File: config.mk
export PLATFORM = sky130hd
export DESIGN_NAME = pam_baseband_sample_renderer_flat
export DESIGN_NICKNAME = d
export VERILOG_FILES = /design/src/rtl/pbsr_pkg.sv /design/src/rtl/pbsr_ifs.sv /design/src/rtl/pbsr_front.sv /design/src/rtl/pbsr_queue.sv /design/src/rtl/pbsr_back.sv /design/src/rtl/pam_baseband_sample_renderer.sv /design/src/flat_wrapper.sv
export SDC_FILE = /design/constraint.sdc
export NUM_CORES = 1
export LEC_CHECK = 0
export BUFFER_PORTS_ARGS = -buffer_cell sky130_fd_sc_hd__buf_2
export CAP_MARGIN = 20
export CORE_ASPECT_RATIO = 1.25
export CORE_MARGIN = 10
export CORE_UTILIZATION = 45
export DETAILED_ROUTE_END_ITERATION = 6
export GPL_TIMING_DRIVEN = 0
export PLACE_DENSITY = 0.71
export SLEW_MARGIN = 5
export SYNTH_ARGS = -nofsm -noshare
export SYNTH_HDL_FRONTEND = slang
export SYNTH_SLANG_ARGS = --single-unit
File: constraint.sdc
create_clock -name i_clk -period 3.35 [get_ports i_clk]
set_input_delay 0.67 -clock i_clk [delete_from_list [all_inputs] [get_ports i_clk]]
set_output_delay 0.67 -clock i_clk [all_outputs]
set_load 0.01 [all_outputs]
File: src/rtl/pbsr_pkg.sv
// Package for the PAM baseband sample renderer.
// Holds rate and level constants, mode codes, queue entry types and the level function.
// No dependencies.
package pbsr_pkg;

    localparam int PCM_RATE   = 19200;
    localparam int LEVEL_PEAK = 32767;

    localparam int SPR_2400 = PCM_RATE / 2400;
    localparam int SPR_4800 = PCM_RATE / 4800;
    localparam int SPR_9600 = PCM_RATE / 9600;

    localparam logic [1:0] BAUD_2400    = 2'd0;
    localparam logic [1:0] BAUD_4800    = 2'd1;
    localparam logic [1:0] BAUD_9600    = 2'd2;
    localparam logic [1:0] BAUD_INVALID = 2'd3;

    localparam logic [1:0] MOD_NRZ     = 2'd0;
    localparam logic [1:0] MOD_PAM4    = 2'd1;
    localparam logic [1:0] MOD_PAM16   = 2'd2;
    localparam logic [1:0] MOD_INVALID = 2'd3;

    localparam logic [1:0] REG_BAUD = 2'd0;
    localparam logic [1:0] REG_MOD  = 2'd1;

    localparam int CFG_IDX_W  = 2;
    localparam int CFG_DATA_W = 2;

    localparam logic signed [16:0] LVL_OFFSET = 17'(LEVEL_PEAK);
    localparam logic signed [16:0] PAM4_STEP  = 17'(2 * (LEVEL_PEAK / 3));
    localparam logic signed [16:0] PAM16_STEP = 17'(2 * (LEVEL_PEAK / 15));
    localparam logic signed [15:0] NRZ_HIGH   = 16'sh7FFF;
    localparam logic signed [15:0] NRZ_LOW    = 16'sh8000;

    typedef struct packed {
        logic [7:0] data;
        logic       fin;
        logic [1:0] mode;
        logic [2:0] spr_m1;
        logic       err;
    } t_job;

    typedef struct packed {
        logic valid;
        t_job job;
    } t_push;

    typedef struct packed {
        logic valid;
        t_job job;
    } t_pull;

    function automatic logic signed [15:0] level_of(input logic [1:0] mode,
                                                    input logic [3:0] v);
        logic signed [16:0] acc;
        logic signed [4:0]  sv;
        sv  = $signed({1'b0, v});
        acc = '0;
        case (mode)
            MOD_NRZ: begin
                acc = (v[0]) ? 17'(NRZ_HIGH) : 17'(NRZ_LOW);
            end
            MOD_PAM4: begin
                acc = sv * PAM4_STEP - LVL_OFFSET;
            end
            default: begin
                acc = sv * PAM16_STEP - LVL_OFFSET;
            end
        endcase
        return acc[15:0];
    endfunction

endpackage

File: src/rtl/pbsr_ifs.sv
// Valid/ready channel interfaces of the PAM baseband sample renderer.
// Depends on pbsr_pkg for the configuration port widths.
interface pbsr_in_if;
    logic       valid;
    logic       ready;
    logic [7:0] data_byte;
    logic       final_byte;

    modport source (output valid, output data_byte, output final_byte, input ready);
    modport sink   (input valid, input data_byte, input final_byte, output ready);
endinterface

interface pbsr_out_if;
    logic               valid;
    logic               ready;
    logic signed [15:0] sample;
    logic               last_of_byte;
    logic               buffer_end;
    logic               setting_error;

    modport source (output valid, output sample, output last_of_byte,
                    output buffer_end, output setting_error, input ready);
    modport sink   (input valid, input sample, input last_of_byte,
                    input buffer_end, input setting_error, output ready);
endinterface

interface pbsr_cfg_if;
    logic                             valid;
    logic                             ready;
    logic [pbsr_pkg::CFG_IDX_W-1:0]   index;
    logic [pbsr_pkg::CFG_DATA_W-1:0]  data;

    modport source (output valid, output index, output data, input ready);
    modport sink   (input valid, input index, input data, output ready);
endinterface

File: src/rtl/pbsr_front.sv
// Front end: holds the baud and modulation registers, accepts bytes and
// classifies each into a queue entry. Depends on pbsr_pkg and pbsr_ifs.
module pbsr_front (
    input  logic              i_clk,
    input  logic              i_rst_n,
    pbsr_in_if.sink           i_in,
    pbsr_cfg_if.sink          i_cfg,
    input  logic              i_full,
    output pbsr_pkg::t_push   o_push
);
    import pbsr_pkg::*;

    logic [1:0] r_baud;
    logic [1:0] r_mod;
    logic [2:0] spr_m1;
    logic       err;

    assign i_cfg.ready = 1'b1;
    assign i_in.ready  = !i_full;

    always_ff @(posedge i_clk) begin
        if (!i_rst_n) begin
            r_baud <= BAUD_2400;
            r_mod  <= MOD_NRZ;
        end else if (i_cfg.valid) begin
            case (i_cfg.index)
                REG_BAUD: r_baud <= i_cfg.data;
                REG_MOD:  r_mod  <= i_cfg.data;
                default: ;
            endcase
        end
    end

    always_comb begin
        err = (r_baud == BAUD_INVALID) || (r_mod == MOD_INVALID);
        case (r_baud)
            BAUD_2400: spr_m1 = 3'(SPR_2400 - 1);
            BAUD_4800: spr_m1 = 3'(SPR_4800 - 1);
            default:   spr_m1 = 3'(SPR_9600 - 1);
        endcase
    end

    assign o_push.valid      = i_in.valid && !i_full;
    assign o_push.job.data   = i_in.data_byte;
    assign o_push.job.fin    = i_in.final_byte;
    assign o_push.job.mode   = r_mod;
    assign o_push.job.spr_m1 = spr_m1;
    assign o_push.job.err    = err;

endmodule

File: src/rtl/pbsr_queue.sv
// Two-entry queue of classified bytes between front and back end.
// Depends on pbsr_pkg.
module pbsr_queue (
    input  logic              i_clk,
    input  logic              i_rst_n,
    input  pbsr_pkg::t_push   i_push,
    input  logic              i_pop,
    output logic              o_full,
    output pbsr_pkg::t_pull   o_pull
);
    import pbsr_pkg::*;

    t_job       r_mem [2];
    logic       r_wptr;
    logic       r_rptr;
    logic [1:0] r_cnt;

    assign o_full       = (r_cnt == 2'd2);
    assign o_pull.valid = (r_cnt != 2'd0);
    assign o_pull.job   = r_mem[r_rptr];

    always_ff @(posedge i_clk) begin
        if (i_push.valid) begin
            r_mem[r_wptr] <= i_push.job;
        end
    end

    always_ff @(posedge i_clk) begin
        if (!i_rst_n) begin
            r_wptr <= 1'b0;
            r_rptr <= 1'b0;
            r_cnt  <= 2'd0;
        end else begin
            if (i_push.valid) begin
                r_wptr <= !r_wptr;
            end
            if (i_pop) begin
                r_rptr <= !r_rptr;
            end
            r_cnt <= r_cnt + 2'(i_push.valid) - 2'(i_pop);
        end
    end

endmodule

File: src/rtl/pbsr_back.sv
// Back end: renders one queued byte into samples, one per cycle unless
// stalled, into the registered output stage. Depends on pbsr_pkg and pbsr_ifs.
module pbsr_back (
    input  logic              i_clk,
    input  logic              i_rst_n,
    input  pbsr_pkg::t_pull   i_pull,
    output logic              o_pop,
    pbsr_out_if.source        o_out
);
    import pbsr_pkg::*;

    logic               r_busy, n_busy;
    logic [7:0]         r_data, n_data;
    logic [1:0]         r_mode, n_mode;
    logic               r_fin, n_fin;
    logic               r_err, n_err;
    logic [2:0]         r_spr_m1, n_spr_m1;
    logic [2:0]         r_rep, n_rep;
    logic [2:0]         r_sym, n_sym;

    logic               r_ovalid;
    logic signed [15:0] r_sample;
    logic               r_last;
    logic               r_end;
    logic               r_serr;

    logic               adv;
    logic               fire;
    logic               last_s;
    logic               load;
    logic [3:0]         v;
    logic signed [15:0] lvl;
    logic [2:0]         nsym_m1;
    logic [7:0]         shifted;

    assign adv    = !r_ovalid || o_out.ready;
    assign fire   = adv && r_busy;
    assign last_s = r_err || ((r_rep == 3'd0) && (r_sym == 3'd0));
    assign load   = i_pull.valid && (!r_busy || (fire && last_s));
    assign o_pop  = load;

    always_comb begin
        case (r_mode)
            MOD_NRZ: begin
                v       = {3'b000, r_data[7]};
                shifted = {r_data[6:0], 1'b0};
            end
            MOD_PAM4: begin
                v       = {2'b00, r_data[7:6]};
                shifted = {r_data[5:0], 2'b00};
            end
            default: begin
                v       = r_data[7:4];
                shifted = {r_data[3:0], 4'b0000};
            end
        endcase
        lvl = r_err ? 16'sd0 : level_of(r_mode, v);
    end

    always_comb begin
        case (i_pull.job.mode)
            MOD_NRZ:  nsym_m1 = 3'd7;
            MOD_PAM4: nsym_m1 = 3'd3;
            default:  nsym_m1 = 3'd1;
        endcase
    end

    always_comb begin
        n_busy   = r_busy;
        n_data   = r_data;
        n_mode   = r_mode;
        n_fin    = r_fin;
        n_err    = r_err;
        n_spr_m1 = r_spr_m1;
        n_rep    = r_rep;
        n_sym    = r_sym;
        if (load) begin
            n_busy   = 1'b1;
            n_data   = i_pull.job.data;
            n_mode   = i_pull.job.mode;
            n_fin    = i_pull.job.fin;
            n_err    = i_pull.job.err;
            n_spr_m1 = i_pull.job.spr_m1;
            n_rep    = i_pull.job.spr_m1;
            n_sym    = nsym_m1;
        end else if (fire) begin
            if (last_s) begin
                n_busy = 1'b0;
            end else if (r_rep == 3'd0) begin
                n_rep  = r_spr_m1;
                n_sym  = r_sym - 3'd1;
                n_data = shifted;
            end else begin
                n_rep = r_rep - 3'd1;
            end
        end
    end

    always_ff @(posedge i_clk) begin
        r_data   <= n_data;
        r_mode   <= n_mode;
        r_fin    <= n_fin;
        r_err    <= n_err;
        r_spr_m1 <= n_spr_m1;
        r_rep    <= n_rep;
        r_sym    <= n_sym;
        if (fire) begin
            r_sample <= lvl;
            r_last   <= last_s;
            r_end    <= last_s && r_fin;
            r_serr   <= r_err;
        end
    end

    always_ff @(posedge i_clk) begin
        if (!i_rst_n) begin
            r_busy   <= 1'b0;
            r_ovalid <= 1'b0;
        end else begin
            r_busy <= n_busy;
            if (adv) begin
                r_ovalid <= fire;
            end
        end
    end

    assign o_out.valid         = r_ovalid;
    assign o_out.sample        = r_sample;
    assign o_out.last_of_byte  = r_last;
    assign o_out.buffer_end    = r_end;
    assign o_out.setting_error = r_serr;

endmodule

File: src/rtl/pam_baseband_sample_renderer.sv
// Takes one byte per input item and renders it into signed 16-bit PCM
// samples, one sample per output item and at most one per cycle. A byte
// yields symbols times samples per symbol items: NRZ 8, PAM4 4 or PAM16 2
// symbols, each repeated 8, 4 or 2 times for 2400, 4800 or 9600 baud at a
// 19200 sample rate, so 4 to 64 items per byte; an invalid setting gives a
// single error item. A two-entry queue lets up to two further bytes be
// accepted while one renders. Configuration writes are taken in any cycle
// and apply to bytes accepted later.
module pam_baseband_sample_renderer (
    input  logic        i_clk,
    input  logic        i_rst_n,
    pbsr_in_if.sink     i_in,
    pbsr_cfg_if.sink    i_cfg,
    pbsr_out_if.source  o_out
);
    import pbsr_pkg::*;

    t_push push;
    t_pull pull;
    logic  full;
    logic  pop;

    pbsr_front u_front (
        .i_clk   (i_clk),
        .i_rst_n (i_rst_n),
        .i_in    (i_in),
        .i_cfg   (i_cfg),
        .i_full  (full),
        .o_push  (push)
    );

    pbsr_queue u_queue (
        .i_clk   (i_clk),
        .i_rst_n (i_rst_n),
        .i_push  (push),
        .i_pop   (pop),
        .o_full  (full),
        .o_pull  (pull)
    );

    pbsr_back u_back (
        .i_clk   (i_clk),
        .i_rst_n (i_rst_n),
        .i_pull  (pull),
        .o_pop   (pop),
        .o_out   (o_out)
    );

endmodule
File: src/flat_wrapper.sv
// flat-port wrapper written by rule: the top's interface ports become plain ports
module pam_baseband_sample_renderer_flat import pbsr_pkg::*;
  (i_clk, i_rst_n, i_in_valid, i_in_data_byte, i_in_final_byte, i_in_ready, i_cfg_valid, i_cfg_index, i_cfg_data, i_cfg_ready, o_out_valid, o_out_sample, o_out_last_of_byte, o_out_buffer_end, o_out_setting_error, o_out_ready);
  pbsr_in_if i_in_i ();
  pbsr_cfg_if i_cfg_i ();
  pbsr_out_if o_out_i ();
  input  logic i_clk;
  input  logic i_rst_n;
  input wire logic [$bits(i_in_i.valid)-1:0] i_in_valid;
  input wire logic [$bits(i_in_i.data_byte)-1:0] i_in_data_byte;
  input wire logic [$bits(i_in_i.final_byte)-1:0] i_in_final_byte;
  output wire logic [$bits(i_in_i.ready)-1:0] i_in_ready;
  input wire logic [$bits(i_cfg_i.valid)-1:0] i_cfg_valid;
  input wire logic [$bits(i_cfg_i.index)-1:0] i_cfg_index;
  input wire logic [$bits(i_cfg_i.data)-1:0] i_cfg_data;
  output wire logic [$bits(i_cfg_i.ready)-1:0] i_cfg_ready;
  output wire logic [$bits(o_out_i.valid)-1:0] o_out_valid;
  output wire logic [$bits(o_out_i.sample)-1:0] o_out_sample;
  output wire logic [$bits(o_out_i.last_of_byte)-1:0] o_out_last_of_byte;
  output wire logic [$bits(o_out_i.buffer_end)-1:0] o_out_buffer_end;
  output wire logic [$bits(o_out_i.setting_error)-1:0] o_out_setting_error;
  input wire logic [$bits(o_out_i.ready)-1:0] o_out_ready;
  assign i_in_i.valid = i_in_valid;
  assign i_in_i.data_byte = i_in_data_byte;
  assign i_in_i.final_byte = i_in_final_byte;
  assign i_in_ready = i_in_i.ready;
  assign i_cfg_i.valid = i_cfg_valid;
  assign i_cfg_i.index = i_cfg_index;
  assign i_cfg_i.data = i_cfg_data;
  assign i_cfg_ready = i_cfg_i.ready;
  assign o_out_valid = o_out_i.valid;
  assign o_out_sample = o_out_i.sample;
  assign o_out_last_of_byte = o_out_i.last_of_byte;
  assign o_out_buffer_end = o_out_i.buffer_end;
  assign o_out_setting_error = o_out_i.setting_error;
  assign o_out_i.ready = o_out_ready;
  pam_baseband_sample_renderer u_core (.i_clk(i_clk), .i_rst_n(i_rst_n), .i_in(i_in_i), .i_cfg(i_cfg_i), .o_out(o_out_i));
endmodule
Word level (Yosys, flattened, before mapping)
Memory sizes are Yosys's and may differ from the RTL's. A register that Yosys moved wholly into a read port is not among the register bits.
Index checks and enable logic that the tools add are counted.

word-level totals
  register bits = 50
  memory bits (writable) = 30
  bits of input ports = 18
  output and inout bits = 22
  word-level logic and storage cells = 90
  memories = 1

memories
  memory                depth  bits a word  read ports  clocked after memory_dff  write ports  RTL line          text
  u_core.u_queue.r_mem  2      15           1           1                         1            pbsr_queue.sv:13  t_job r_mem [2];

operators by class
  add/sub/neg operators = 6
  $mul = 2
  eq/ne operators = 8
  mux-type cells = 25
  reductions and logical operators = 30

operators by type and width
  operator                                                                  count
  8-bit two-way mux                                                         4
  16-bit one-hot mux with 2 select lines                                    1
  16-bit subtractor (second input constant)                                 2
  3-bit two-way mux                                                         8
  16-bit two-way mux                                                        1
  8-bit one-hot mux with 2 select lines                                     1
  4-bit by 13-bit multiplier with 14-bit output (second input constant)     1
  4-bit by 9-bit multiplier with 12-bit output (second input constant)      1
  3-bit one-hot mux with 2 select lines                                     2
  2-bit by 1-bit equality test with 1-bit output (second input constant)    4
  2-bit zero test                                                           4
  4-bit one-hot mux with 2 select lines                                     1
  2-bit AND reduction                                                       4
  2-bit nonzero test                                                        4
  1-bit two-way mux                                                         7
  2-bit equality test (second input constant)                               3
  1-bit logical AND                                                         6
  3-bit zero test                                                           2
  3-bit by 1-bit subtractor with 3-bit output (second input constant)       2
  1-bit zero test                                                           5
  1-bit logical OR                                                          4
  3-bit AND reduction                                                       1
  2-bit by 1-bit adder with 2-bit output                                    1
  2-bit by 1-bit inequality test with 1-bit output (second input constant)  1
  2-bit by 1-bit subtractor with 2-bit output                               1

Depth between registers and ports, before layout
Gate-level depths: netlist of the first run.

  word-level depth = 8
  depth in mapped cells = 12
  depth with buffers taken out = 11

Cells and area by module
From an unflattened synthesis of the first run, not the netlist that was laid out.

second synthesis, totals
  cell total of the unflattened synthesis = 280
  area, all modules = 3721.1 um^2

by module, submodules not included
  module      times used  cells each  area an instance (um^2)  sequential area each (um^2)
  pbsr_back   1           178         2065.7                   1211.2
  pbsr_queue  1           68          1366.3                   1001.0
  pbsr_front  1           34          289.0                    80.1

Least setup slack after synthesis of the first run
No wires, ideal clock.

  path type = reg-to-reg
  start = reg u_core.u_back.r_mode[0]
  end = reg u_core.u_back.r_sample[13], in the netlist u_core.u_back.o_out.sample[13] (data pin)
  library setup time = 0.167 ns
  arrival time = 2.690 ns
  data required time = 3.183 ns
  setup slack = 0.493 ns
  cell stages (with the launch flop) = 11
  path buffers = 2
  clock period less this slack = 2.857 ns
  cell sequence = edfxtp_1 buf_2 buf_1 a211oi_1 or2_2 fa_1 inv_1 ha_1 or3b_2 o2111a_1 a211oi_1

between the ends
  cells in the longest elaborated chain, start to end = 5
  elaborated cells on any way between the ends = 9
  classes of those cells = add/sub (2); mul (2); eq/ne (1); mux (3); reduce/logical (1)

ends and longest elaborated chain
  item                                                                                                                  RTL line                         text
  from (decl)                                                                                                           pbsr_back.sv:14                  logic [1:0] r_mode, n_mode;
  from (signal assigned)                                                                                                pbsr_back.sv:101                 r_mode <= n_mode;
  2-bit by 1-bit equality test with 1-bit output / 2-bit zero test (equally long branches)                              pbsr_pkg.sv:59, pbsr_back.sv:43
  4-bit one-hot mux with 2 select lines                                                                                 pbsr_back.sv:43                  case (r_mode)
  4-bit by 13-bit multiplier with 14-bit output / 4-bit by 9-bit multiplier with 12-bit output (equally long branches)  pbsr_pkg.sv:64, pbsr_pkg.sv:67
  16-bit subtractor (on tied branches)                                                                                  pbsr_pkg.sv:64, pbsr_pkg.sv:67
  16-bit one-hot mux with 2 select lines *                                                                              pbsr_pkg.sv:59                   case (mode)
  to (signal assigned)                                                                                                  pbsr_back.sv:108                 r_sample <= lvl;
  to (decl)                                                                                                             pbsr_back.sv:22                  logic signed [15:0] r_sample;

Every way passes the cells marked *; elsewhere a longest branch is shown, timed or not.
A chain may end at the register's enable or synchronous reset.

Final worst setup path of the first run
  start = reg u_core.u_back.r_mode[0]
  end = reg u_core.u_back.r_sample[9], in the netlist u_core.u_back.o_out.sample[9] (data pin)

Same word-level chain as after synthesis.

==> results.cfg, run 1 <==
[setup_path]
slowest_delay_ps = 500
path_max_fanout = 9
cpMostUsedCell = a211oi_1
crit_buf_inv = 2
cp.arrival_ps = 3250
regToRegSetupSlack_ps = 270
crit_type = flip-flop to flip-flop
start_kind = flip-flop
crit_required_ps = 3520
slowest_stage = or3b_2
critPathTopFamily = simple AND/OR/NAND/NOR gates
crit_chain = buf_2, nor2b_1, a211oi_1, or2_2, fa_1, inv_1, ha_1, or3b_2, o2111a_1, a211oi_1
endpoint_kind = flip-flop

[sta]
tightestPinTransition_ps = 733
grt_setup_unrepaired = false
period_minus_slack_ps = 3080
fin_crit_sh = 0.919
finalHoldViolations = 0
setup_tns_ps = 0
slew_headroom = 0.511
slew_viol_final = 0
max_freq_mhz = 325
setup_viol = 0
layout_setup_ws_ps = 271
clock_skew_ps = 7.85

[die]
core_mm2 = 0.00770
start_util = 0.457
dieArea_mm2 = 0.0118
ioPinCount = 40
fp.dieW_um = 99.1
rows = 36
die_h_um = 119

[logic_synthesis]
synth.cell_area_mm2 = 0.00352
synth-seq-area-share = 0.625
netlist_instances = 257
ys_types = 46
synth_edf_count = 66
async_reset_ff_frac = 0
ys.flop_type = edfxtp_1
yosysWarnings = 0
mappedNetlistNets = 287
synth_area_per_cell_um2 = 13.7
synth.ff_latch_count = 77

[grt]
grt_max_degree = 19
grt-ovfl-total = 0
antenna_found_initial = 0
grt_pass1_vias = 2112
grt_use_total = 0.105
grt_pass1_wl_um = 9870

[clock_tree]
h-tree-depth = 3
clock_latency_ps = 350
clock_path_buffers = 2
ctsHoldBuffers = 0
clk_pin_slew_worst_paths_ps = 80
clockRootBuffer = clkbuf_8
cts_made_buffers = 9
cts.sinks = 77
cts_tree = yes

[cells_and_area]
area_growth_pct = 14.5
fin_cells = 407
diodes = 0
drive_gt1_frac = 0.288
nFillCells = 667
nets = 337

[power]
swShare = 0.344
power.clock.fraction = 0.168
ir_drop_mv = 0.378
intPower_mw = 2.64
pwr_density_cell_mw_per_mm2 = 996
comb_power_share = 0.422
power_switching_mw = 1.38
p_seq_frac = 0.410
p_leak_nw = 1.58

[placed_design]
io_buffers = 38
gp_congestion = 0.850
place_inst = 391
dp.final_hpwl_um = 4290
dp_slack_ps = 144

[routing]
detail_route.wl_per_cell_um = 14.3
first_pass_iters = 4
ant_nets = 0
vias = 2085
drt_iter0_markers = 98
wirelength_um = 5830
via_per_inst = 5.12
drc = 0

[job]
max_cap_viol_count = 0

[status]
status = complete, no violations

[worst_hold_path]
hold_class = flip-flop to flip-flop
-- registers in the layout, indices dropped and copies added, names as in the netlist, 2 cells and up, named ones only --
name and count:
u_core.u_back.o_out.sample 15, u_core.u_back.r_sym 3, u_core.u_back.r_mode 2, u_core.u_front.r_mod 2, u_core.u_back.r_rep 3, u_core.u_back.r_data 8
u_core.u_front.r_baud 2, u_core.u_queue.r_mem 28, u_core.u_queue.r_cnt 2, u_core.u_back.r_spr_m1 2
-- cell families (layout without fill, tap and decap cells) --
group | count (synthesis) | after routing | share of synthesized area
adder cells (fa/ha/maj) | 12 | 12 | 0.0448
AO/OA/AOI/OAI | 30 | 30 | 0.0604
other | 1 | 1 | 0.00106
AND/OR/NAND/NOR | 70 | 70 | 0.104
multiplexers | 39 | 39 | 0.123
buffers and inverters | 25 | 80 | 0.0348
flip-flops | 77 | 77 | 0.625
XOR/XNOR | 3 | 3 | 0.00746
-- placed cells by master, fill, tap and decap left out, types with 4 or more instances in the layout --
cell type and instances:
mux2i_1 18, inv_1 13, nor3_1 7, nand2_1 16, mux2_2 17, buf_2 40, nor3b_1 4, a21oi_1 6
a211oi_1 7, dfxtp_1 11, o21ai_0 5, ha_1 11, nor2b_1 7, nor2_1 17, clkbuf_8 9, edfxtp_1 66
and2_1 5, clkbuf_1 4, mux2_4 4
-- Yosys cell counts, drive strengths merged, types with 7 or more instances --
cell type	number	area share
mux2i	18	0.051
inv	14	0.016
nor2	17	0.018
nand2	16	0.017
a211oi	7	0.015
nor3	7	0.0099
ha	11	0.039
nor2b	7	0.012
mux2	21	0.071
dfxtp	11	0.063
edfxtp	66	0.56
-- per-stage QoR --
step                power (mW)  hold slack, ps  cell area [µm²]   util
finish                    4.02             450             4030  0.524
global route              4.34             475             4030  0.524
CTS                       4.07             451             4030  0.523
detailed placement        3.38             431             3840  0.498
global placement          3.31             427             3830  0.497
floorplan                 2.95             421             3520      -
-- routing by layer --
| layer | track usage | vias to the layer above | part of all wire |
|---|---|---|---|
| met5 | 0 | - | 0 |
| met4 | 0.0575 | 0 | 0.024 |
| met3 | 0.0480 | 12 | 0.065 |
| met2 | 0.173 | 49 | 0.50 |
| met1 | 0.108 | 974 | 0.41 |
| li1 | - | 1050 | - |
-- power groups by stage --
| stage | sequential (mW) | combinational [mW] | clock (mW) |
|---|---|---|---|
| 6_report | 1.65 | 1.70 | 0.675 |
| 5_1_grt | 1.69 | 1.92 | 0.738 |
| 4_1_cts | 1.65 | 1.72 | 0.695 |
| 3_5_place_dp | 1.67 | 1.71 | 0 |
| 3_3_place_gp | 1.66 | 1.65 | 0 |
| 2_1_floorplan | 1.68 | 1.27 | 0 |
-- what timing repair did --
item                       4_1_cts  5_1_grt
setup buffers                    0        0
gates resized for setup          0        5
setup endpoints to repair        0        4
-- layout make-up --
| cell class | count | area, µm² | share of cell area |
|---|---|---|---|
| plain buffers | 11 | 71.3 | 0.0177 |
| clock buffers | 10 | 128 | 0.0316 |
| clock inverters | 6 | 63.8 | 0.0158 |
| inverters | 14 | 55.1 | 0.0136 |
| multi-input cells | 155 | 1200 | 0.297 |
| flip-flops and latches | 77 | 2200 | 0.546 |
| well taps | 95 | 119 | 0.0295 |
| repair buffers | 39 | 198 | 0.0490 |
-- worst paths after layout --
path,start,endpoint,cells past startpoint
hold reg to reg,u_core.u_back.r_err$_DFFE_PP_,u_core.u_back.o_out.setting_error$_DFFE_PP_,0
hold / removal,u_core.u_back.r_err$_DFFE_PP_,u_core.u_back.o_out.setting_error$_DFFE_PP_,0
setup / recovery,u_core.u_back.r_mode[0]$_DFFE_PP_,u_core.u_back.o_out.sample[9]$_SDFFCE_PP0P_,10
setup reg to reg,u_core.u_back.r_mode[0]$_DFFE_PP_,u_core.u_back.o_out.sample[9]$_SDFFCE_PP0P_,10
Note: power is estimated with default switching activity, not from simulation.
==> run 2, diff against run 1 <==
--- a/config.mk
+++ b/config.mk
@@ -8,11 +8,11 @@
 export BUFFER_PORTS_ARGS = -buffer_cell sky130_fd_sc_hd__buf_2
 export CAP_MARGIN = 20
 export CORE_ASPECT_RATIO = 1.25
-export CORE_MARGIN = 10
 export CORE_UTILIZATION = 45
 export DETAILED_ROUTE_END_ITERATION = 6
 export GPL_TIMING_DRIVEN = 0
 export PLACE_DENSITY = 0.71
+export SETUP_SLACK_MARGIN = 0.3
 export SLEW_MARGIN = 5
 export SYNTH_ARGS = -nofsm -noshare
 export SYNTH_HDL_FRONTEND = slang
==> constraint.sdc (replaced) <==
create_clock -name i_clk -period 2.9 [get_ports i_clk]
set_input_delay 0.58 -clock i_clk [delete_from_list [all_inputs] [get_ports i_clk]]
set_output_delay 0.58 -clock i_clk [all_outputs]
set_load 0.01 [all_outputs]
==> results.cfg, run 2 (synthesized netlist as in run 1, its figures left out) <==
[status]
status = complete, no violations

[clock_tree]
cts_made_buffers = 9
clock_latency_ps = 340
clockRootBuffer = clkbuf_8
cts.sinks = 77
clk_pin_slew_worst_paths_ps = 80
clock_path_buffers = 2
cts_tree = yes
ctsHoldBuffers = 0
h-tree-depth = 3

[grt]
grt_pass1_wl_um = 9260
grt.busiest_layer = met2
grtUsageMet3 = 0.0353
grt_pass1_vias = 2033
grt_max_degree = 19
grt-ovfl-total = 0
antenna_found_initial = 0
use_met1 = 0.174
grt_use_met2 = 0.261
grt_use_total = 0.153

[placed_design]
dp.final_hpwl_um = 3920
io_buffers = 38
gp_congestion = 0.805
dp_slack_ps = 81.0
place_inst = 388

[routing]
drc = 0
vias = 2154
drt_iter0_markers = 57
ant_nets = 0
via_per_inst = 5.07
first_pass_iters = 4
detail_route.wl_per_cell_um = 13.5
wirelength_um = 5750

[setup_path]
cpMostUsedCell = inv_2
cp.arrival_ps = 2730
start_kind = flip-flop
crit_type = flip-flop to flip-flop
slowest_delay_ps = 560
worst_r2r_startpoint = u_core.u_back.r_mode[1]$_DFFE_PP_
reg2reg_depth = 11
slowest_stage = fa_2
r2r_end = u_core.u_back.o_out.sample[9]$_SDFFCE_PP0P_
endpoint_kind = flip-flop
regToRegSetupSlack_ps = 350
path_max_fanout = 10
crit_required_ps = 3080
crit_chain = buf_8, clkbuf_8, and2_1, ha_2, inv_2, fa_2, inv_2, ha_4, o21ba_4, o2111a_1, a211oi_2

[worst_hold_path]
holdPathStages = 1
hold_class = primary input to flip-flop
hold_path_end = u_core.u_queue.r_mem[0][9]$_DFFE_PP_
min_from = i_in_data_byte[2]

[cells_and_area]
largest_reg_flops = 28
finish.utilization = 0.576
final_common_cell = edfxtp_1
largest-register = u_core.u_queue.r_mem
area_growth_pct = 22.5
diodes = 0
nets = 358
fin_cells = 425
drive_gt1_frac = 0.375
mostFrequentLayoutCells = 66 x edfxtp_1, 39 x buf_2, 23 x buf_4

[job]
max_cap_viol_count = 0

[sta]
setup_tns_ps = 0
slew_headroom = 0.521
max_freq_mhz = 392
period_minus_slack_ps = 2550
grt_setup_unrepaired = true
fin_crit_sh = 0.880
layout_setup_ws_ps = 347
setup_viol = 0
finalHoldViolations = 0
slew_viol_final = 0
tightestPinTransition_ps = 718
clock_skew_ps = 6.24

[die]
dieArea_mm2 = 0.00819
start_util = 0.470
ioPinCount = 40
fp.dieW_um = 81.1
rows = 35
core_mm2 = 0.00749
die_h_um = 101

[power]
p_leak_nw = 1.71
pwr_density_cell_mw_per_mm2 = 1210
ir_drop_mv = 0.529
finalPower_mw = 5.21
## run 2: how the worst max path moves through the flow
stage / start / end / slack (ps) / cells after the start
2_1_floorplan: u_core.u_back.r_mode[0]$_DFFE_PP_ / u_core.u_back.o_out.sample[13]$_SDFFCE_PP0P_ / 310 / 10
3_3_place_gp: u_core.u_back.r_data[7]$_DFFE_PP_ / u_core.u_back.o_out.sample[9]$_SDFFCE_PP0P_ / 140 / 9
3_5_place_dp: u_core.u_back.r_data[7]$_DFFE_PP_ / u_core.u_back.o_out.sample[13]$_SDFFCE_PP0P_ / 80 / 9
4_1_cts: u_core.u_back.r_mode[1]$_DFFE_PP_ / u_core.u_back.o_out.sample[13]$_SDFFCE_PP0P_ / 270 / 9
5_1_grt: u_core.u_back.r_mode[1]$_DFFE_PP_ / u_core.u_back.o_out.sample[9]$_SDFFCE_PP0P_ / 260 / 12
6_report: u_core.u_back.r_mode[1]$_DFFE_PP_ / u_core.u_back.o_out.sample[9]$_SDFFCE_PP0P_ / 350 / 11
## run 2: critical path: cells and delay by family (launching register included)
family,cells,cell delay (ps)
AOI/OAI and AO/OA,3,620
adders and majority gates,3,890
buffers and inverters,4,390
DFF,1,370
and+or+nand+nor,1,130
## run 2: area by class of cell
type                            instances  area (µm²)
Sequential cell                        77        2200
Fill cell                             595        3170
Clock buffer                           12         135
Tap cell                               92         115
Timing Repair Buffer                   60         359
Multi-Input combinational cell        155        1290
Clock inverter                          4        47.5
Buffer                                 11         113
Inverter                               14        55.1
## run 2: stage by stage
stage	hold slack (ps)	instance area, µm²
6_report	421	4320
5_1_grt	398	4320
4_1_cts	405	4160
3_5_place_dp	439	3880
3_3_place_gp	438	3870
2_1_floorplan	421	3570
## run 2: layer usage
| metal | up-vias | share of wire | wire [µm] |
|---|---|---|---|
| met5 | - | 0 | 0 |
| met4 | 0 | 0.022 | 124 |
| met3 | 10 | 0.031 | 177 |
| met2 | 47 | 0.52 | 2990 |
| met1 | 1022 | 0.43 | 2470 |
| li1 | 1075 | - | - |
## run 2: timing repair
action,CTS,global route
pin swaps,2,9
gates resized for setup,8,14
buffers inserted,8,13
gates cloned,0,0
endpoints found under the setup margin,7,5
## run 2: power breakdown
group	internal, mW	leakage, nW	switching (mW)
Clock	0.398	0.0924	0.373
Sequential	1.74	0.707	0.164
Combinational	1.33	0.912	1.21
Total	3.46	1.71	1.74
